`src/hdl/xfc_pkg.sv`:
```
`timescale 1ns / 1ps
// Package for the XOR frame checker: frame constants, config register indexes,
// status codes and the item type that travels from the front to the back.
// No dependencies.
package xfc_pkg;

    localparam int HEADER_BYTES = 5;
    localparam int COUNT_W      = 17;
    localparam int TOTAL_W      = COUNT_W + 1;
    localparam logic [COUNT_W-1:0] COUNT_MAX = 17'h1FFFF;

    // header byte positions
    localparam logic [COUNT_W-1:0] POS_MAGIC   = 17'd0;
    localparam logic [COUNT_W-1:0] POS_VERSION = 17'd1;
    localparam logic [COUNT_W-1:0] POS_TYPE    = 17'd2;
    localparam logic [COUNT_W-1:0] POS_LEN_LO  = 17'd3;
    localparam logic [COUNT_W-1:0] POS_LEN_HI  = 17'd4;

    localparam int CFG_INDEX_W = 1;
    localparam logic [CFG_INDEX_W-1:0] REG_MAGIC   = 1'b0;
    localparam logic [CFG_INDEX_W-1:0] REG_MIN_LEN = 1'b1;

    localparam logic [7:0] MAGIC_RESET   = 8'h00;
    localparam logic [7:0] MIN_LEN_RESET = 8'd6;

    localparam int QUEUE_DEPTH_DEF = 2;

    typedef enum logic [2:0] {
        ST_OK    = 3'd0,
        ST_SHORT = 3'd1,
        ST_MAGIC = 3'd2,
        ST_SIZE  = 3'd3,
        ST_CSUM  = 3'd4
    } status_t;

    typedef enum logic {
        KIND_PAYLOAD = 1'b0,
        KIND_REPORT  = 1'b1
    } kind_t;

    // one classified request: a payload byte or an end of frame report with its check flags
    typedef struct packed {
        kind_t       kind;
        logic [7:0]  data;
        logic [7:0]  frame_type;
        logic [7:0]  version;
        logic [15:0] length;
        logic        too_short;
        logic        bad_magic;
        logic        size_bad;
        logic        csum_bad;
    } frame_item_t;

endpackage

```
`src/hdl/xfc_front.sv`:
```
`timescale 1ns / 1ps
// Front end of the XOR frame checker: takes bytes, tracks header fields, count
// and running XOR, and classifies each byte into a queued request or nothing.
// Depends on xfc_pkg.
module xfc_front
    import xfc_pkg::*;
(
    input  logic                   clk,
    input  logic                   rst_n,
    input  logic                   in_valid,
    output logic                   in_ready,
    input  logic [7:0]             data_byte,
    input  logic                   frame_end,
    input  logic                   cfg_valid,
    input  logic [CFG_INDEX_W-1:0] cfg_index,
    input  logic [7:0]             cfg_data,
    input  logic                   q_full,
    output logic                   q_push,
    output frame_item_t            q_item
);

    logic [7:0]         magic_reg;
    logic [7:0]         min_len_reg;
    logic [COUNT_W-1:0] count_reg, count_next;
    logic [7:0]         xor_reg, xor_next;
    logic               magic_ok_reg, magic_ok_next;
    logic [7:0]         type_reg, type_next;
    logic [7:0]         version_reg, version_next;
    logic [15:0]        length_reg, length_next;

    logic               accept;
    logic               forward;
    logic [TOTAL_W-1:0] total;
    logic [TOTAL_W-1:0] payload_end;
    logic [TOTAL_W-1:0] expect_total;

    assign in_ready = !q_full;
    assign accept   = in_valid && in_ready;

    always_comb
    begin
        magic_ok_next = magic_ok_reg;
        version_next  = version_reg;
        type_next     = type_reg;
        length_next   = length_reg;
        case (count_reg)
            POS_MAGIC:   magic_ok_next = (data_byte == magic_reg);
            POS_VERSION: version_next  = data_byte;
            POS_TYPE:    type_next     = data_byte;
            POS_LEN_LO:  length_next   = {length_reg[15:8], data_byte};
            POS_LEN_HI:  length_next   = {data_byte, length_reg[7:0]};
            default:     ;
        endcase
        xor_next   = xor_reg ^ data_byte;
        count_next = (count_reg != COUNT_MAX) ? count_reg + 1'b1 : COUNT_MAX;

        total        = {1'b0, count_reg} + 1'b1;
        payload_end  = TOTAL_W'(HEADER_BYTES) + {2'b00, length_next};
        expect_total = payload_end + 1'b1;
        forward      = !frame_end && (count_reg >= COUNT_W'(HEADER_BYTES))
                       && ({1'b0, count_reg} < payload_end);
    end

    always_comb
    begin
        q_item = '0;
        if (frame_end)
        begin
            q_item.kind       = KIND_REPORT;
            q_item.frame_type = type_next;
            q_item.version    = version_next;
            q_item.length     = length_next;
            q_item.too_short  = (total < {{(TOTAL_W-8){1'b0}}, min_len_reg});
            q_item.bad_magic  = !magic_ok_next;
            q_item.size_bad   = (total != expect_total);
            q_item.csum_bad   = (data_byte != xor_reg);
        end
        else
        begin
            q_item.kind = KIND_PAYLOAD;
            q_item.data = data_byte;
        end
    end

    assign q_push = accept && (frame_end || forward);

    always_ff @(posedge clk or negedge rst_n)
    begin
        if (!rst_n)
        begin
            magic_reg   <= MAGIC_RESET;
            min_len_reg <= MIN_LEN_RESET;
        end
        else if (cfg_valid)
        begin
            unique case (cfg_index)
                REG_MAGIC:   magic_reg   <= cfg_data;
                REG_MIN_LEN: min_len_reg <= cfg_data;
                default:     ;
            endcase
        end
    end

    always_ff @(posedge clk or negedge rst_n)
    begin
        if (!rst_n)
        begin
            count_reg    <= '0;
            xor_reg      <= '0;
            magic_ok_reg <= 1'b0;
            type_reg     <= '0;
            version_reg  <= '0;
            length_reg   <= '0;
        end
        else if (accept)
        begin
            if (frame_end)
            begin
                // drop all frame state for the next frame
                count_reg    <= '0;
                xor_reg      <= '0;
                magic_ok_reg <= 1'b0;
                type_reg     <= '0;
                version_reg  <= '0;
                length_reg   <= '0;
            end
            else
            begin
                count_reg    <= count_next;
                xor_reg      <= xor_next;
                magic_ok_reg <= magic_ok_next;
                type_reg     <= type_next;
                version_reg  <= version_next;
                length_reg   <= length_next;
            end
        end
    end

endmodule

```
`config.mk`:
```
export PLATFORM = sky130hd
export DESIGN_NAME = xfc_front
export DESIGN_NICKNAME = d
export VERILOG_FILES = /design/src/hdl/xfc_pkg.sv /design/src/hdl/xfc_front.sv
export SDC_FILE = /design/constraint.sdc
export NUM_CORES = 1
export LEC_CHECK = 0
export BUFFER_PORTS_ARGS = -buffer_cell sky130_fd_sc_hd__clkbuf_2
export CAP_MARGIN = 20
export CELL_PAD_IN_SITES_DETAIL_PLACEMENT = 1
export CELL_PAD_IN_SITES_GLOBAL_PLACEMENT = 2
export CORE_MARGIN = 2
export CORE_UTILIZATION = 32
export DETAILED_ROUTE_END_ITERATION = 10
export PLACE_DENSITY = 0.77
export SYNTH_ARGS = -nofsm -noshare
export SYNTH_HDL_FRONTEND = slang
export SYNTH_SLANG_ARGS = --single-unit
```
`constraint.sdc`:
```
create_clock -name clk -period 6.15 [get_ports clk]
set_clock_uncertainty 0.15 [all_clocks]
set_input_delay 1.23 -clock clk [delete_from_list [all_inputs] [get_ports clk]]
set_output_delay 1.23 -clock clk [all_outputs]
set_load 0.02 [all_outputs]
```
==> flow_summary.json <==
{
  "synth_edf_count": 0,
  "synthTopCellsByArea": "dfrtp_1 29%, ha_1 6.7%, nand2_1 6.7%",
  "critPathKind": "reg -> out",
  "yosysTopAreaCell": "dfrtp_1",
  "die-area_um2": 20510,
  "cts_sinks": 74,
  "root_buffer": "clkbuf_16",
  "num_antenna_cells": 0,
  "cts_buffer_depth": 2,
  "period_needed_ps": 5950,
  "ys_types": 64,
  "timing.critical_path.slowest_stage_cell": "dfrtp_2",
  "gp_congestion": 0.8438,
  "ant_nets": 0,
  "rsz0062_at_grt": "true",
  "power_density_nw_per_um2": 257.0,
  "max_slew_margin_pct": 32.74,
  "fillers": 2314,
  "syn_nets": 820,
  "stdcell_count": 1103,
  "status": "finished clean",
  "nNetsFinal": 894,
  "die_w_um": 143.2,
  "largest_reg_flops": 17,
  "grt_max_degree": 75,
  "synth_ff_type": "dfrtp_1",
  "areaGrowthSynthToFinish_pct": 20.81,
  "vias": 5974,
  "rows": 50,
  "drv_slew": 0,
  "tritoncts": "yes",
  "grt_pass1_vias": 6263,
  "routed_wl_um": 21450,
  "netlist.area_leader.share_pct": 29.04,
  "dp_cells": 1068,
  "wl_per_cell_um": 19.44,
  "synth_common_cells": "110 x nand2_1, 73 x nor2_1, 72 x dfrtp_1, 63 x o21ai_0, 50 x a21oi_1",
  "vias_per_cell": 5.416,
  "synthCells": 764,
  "cp-start-kind": "register",
  "drt_iter0_drc": 264,
  "drtPass1Iterations": 4,
  "clk_pin_slew_worst_paths_ps": 60,
  "ys_warn_count": 0,
  "worst_slew_pin_slew_ps": 1001,
  "drc": 0,
  "period_share_pct": 96.74,
  "core_um2": 18890,
  "required_ps": 4770,
  "fin_area_um2": 7495,
  "antenna_found_initial": 0,
  "critPathMaxFanout": 6,
  "async_reset_ff_share_pct": 100.0,
  "fmax_mhz": 168.1,
  "ys_seq_area_share_pct": 29.89,
  "io_pins": 70,
  "hold_violations": 0,
  "grtUsageTotal_pct": 21.16,
  "grt.overflow.total": 0,
  "synthesis.area_um2": 6203,
  "portBuffers": 69,
  "numCtsBuffers": 9,
  "place_area_um2": 6822,
  "worst_path_most_repeated_cell": "nor4_4",
  "p_leak_nw": 3.410,
  "htree_levels": 3,
  "ys_ff_latch": 74,
  "crit_path_end_kind": "output port",
  "path_cells": "nor4_4 -> nand4_4 -> buf_4 -> mux2i_2 -> inv_1 -> ha_2 -> o2111ai_2 -> mux2_4 -> nor4_4 -> xor2_2 -> xor2_1 -> xnor2_1 -> nand3_1 -> a221oi_1 -> a31oi_1 -> buf_2",
  "ir_worst_vdd_mv": 0.1614,
  "postCtsHoldBufs": 0,
  "setup_viol": 0,
  "worst_ep_arrival_time_ps": 4570,
  "die-height_um": 143.2,
  "hpwl_um": 15190,
  "max_stage_delay_ps": 460,
  "grt_pass1_wl_um": 33650,
  "setup_tns_ps": 0,
  "drive_above_1_share_pct": 23.96,
  "synth.avg_cell_area_um2": 8.120,
  "start_util_pct": 32.83,
  "clkLatencyLatePin_ps": 350,
  "hp-class": "reg -> reg",
  "maxCapViolations": 0,
  "yosysMostFrequentCell": "nand2_1"
}
what timing repair did:
| action | in CTS | in global routing |
|---|---|---|
| gates cloned | 0 | 0 |
| hold endpoints to repair | 0 | 0 |
| setup endpoints to repair | 2 | 2 |
| gates resized for setup | 4 | 41 |
| setup buffers | 1 | 17 |
| pin swaps | 0 | 8 |
layer usage:
| layer | vias to the layer above | GRT usage, % | wire [um] | part of all wire [%] |
|---|---|---|---|---|
| met5 | - | 0 | 0 | 0 |
| met4 | 0 | 5.779 | 364 | 1.7 |
| met3 | 21 | 4.091 | 1103 | 5.1 |
| met2 | 128 | 35.96 | 10390 | 48 |
| met1 | 2995 | 27.46 | 9590 | 45 |
| li1 | 2830 | - | - | - |
power breakdown:
| group | switching (mW) | total (mW) | internal, mW |
|---|---|---|---|
| logic | 0.397 | 0.673 | 0.276 |
| clock network | 0.228 | 0.607 | 0.379 |
| registers | 0.0771 | 0.647 | 0.570 |
| total | 0.702 | 1.93 | 1.22 |
logic make-up (layout without fill, tap and decap cells):
family / count (synthesis) / after routing / share of synthesized area (%)
buffers and inverters: 82 / 161 / 5.829
adders and majority gates: 33 / 33 / 6.656
DFF: 74 / 74 / 29.89
AOI/OAI and AO/OA: 186 / 186 / 18.15
muxes: 41 / 41 / 7.402
and+or+nand+nor: 285 / 285 / 22.71
xor gates and xnor gates: 63 / 63 / 9.359
area by class of cell:
class | instances | area (um^2) | area share, %
clock inverter | 4 | 73.82 | 0.9850
inverter | 33 | 123.9 | 1.653
tap | 260 | 325.3 | 4.341
multi-input combinational | 608 | 4159 | 55.49
clock buffer | 12 | 256.5 | 3.422
timing repair buffer | 112 | 693.2 | 9.249
sequential | 74 | 1863 | 24.86
worst max-delay path, delay by kind of cell, from the launching register on:
kind                       cells  cell delay [ps]
AOI/OAI and AO/OA              3              670
buffers and inverters          3              470
DFF                            1              460
and+or+nand+nor                4             1050
muxes                          2              550
adders and majority gates      1              290
xor gates and xnor gates       3              700
path summary, 6_finish.rpt:
path,endpoint,slack [ps],startpoint,depth (start not counted)
worst min register to register,type_reg[6],340,type_reg[6],2
min in group asynchronous,length_reg[15],670,rst_n,1
worst max-delay path,q_item[1],200,count_reg[12],16
worst min-delay path,type_reg[6],340,type_reg[6],2
worst max register to register,count_reg[12],3000,count_reg[5],9
max in group asynchronous,min_len_reg[1],4520,rst_n,2
placed cells by master (no fill, tap or decap), types with 5 or more instances in the layout:
master / count
dfrtp_1: 65
xnor2_1: 36
xor2_1: 21
o21ai_0: 60
mux2_2: 22
nor2_1: 70
o22a_1: 7
a21boi_0: 17
buf_4: 44
nand2_1: 109
nor3_1: 19
a21oi_1: 46
a22oi_1: 10
and2_1: 5
and3_1: 8
mux2i_1: 13
ha_1: 30
inv_1: 31
nand3_1: 14
o21a_1: 7
nand4_1: 11
clkbuf_2: 66
o31ai_1: 6
clkbuf_16: 9
nor4_1: 5
a31oi_1: 8
dfrtp_2: 7
metrics by stage:
stage / setup slack [ps] / util [%] / total power, mW / hold WS, ps
2_1_floorplan: 143.8 / - / 1.089 / 299.7
3_3_place_gp: 213.1 / 36.11 / 1.261 / 312.5
3_5_place_dp: 136.3 / 36.11 / 1.293 / 326.2
4_1_cts: 8.416 / 37.99 / 1.915 / 339.9
5_1_grt: -56.58 / 39.67 / 2.058 / 373.1
6_report: 200.3 / 39.67 / 1.926 / 336.9
No activity file was read; power rests on OpenSTA's default activity.
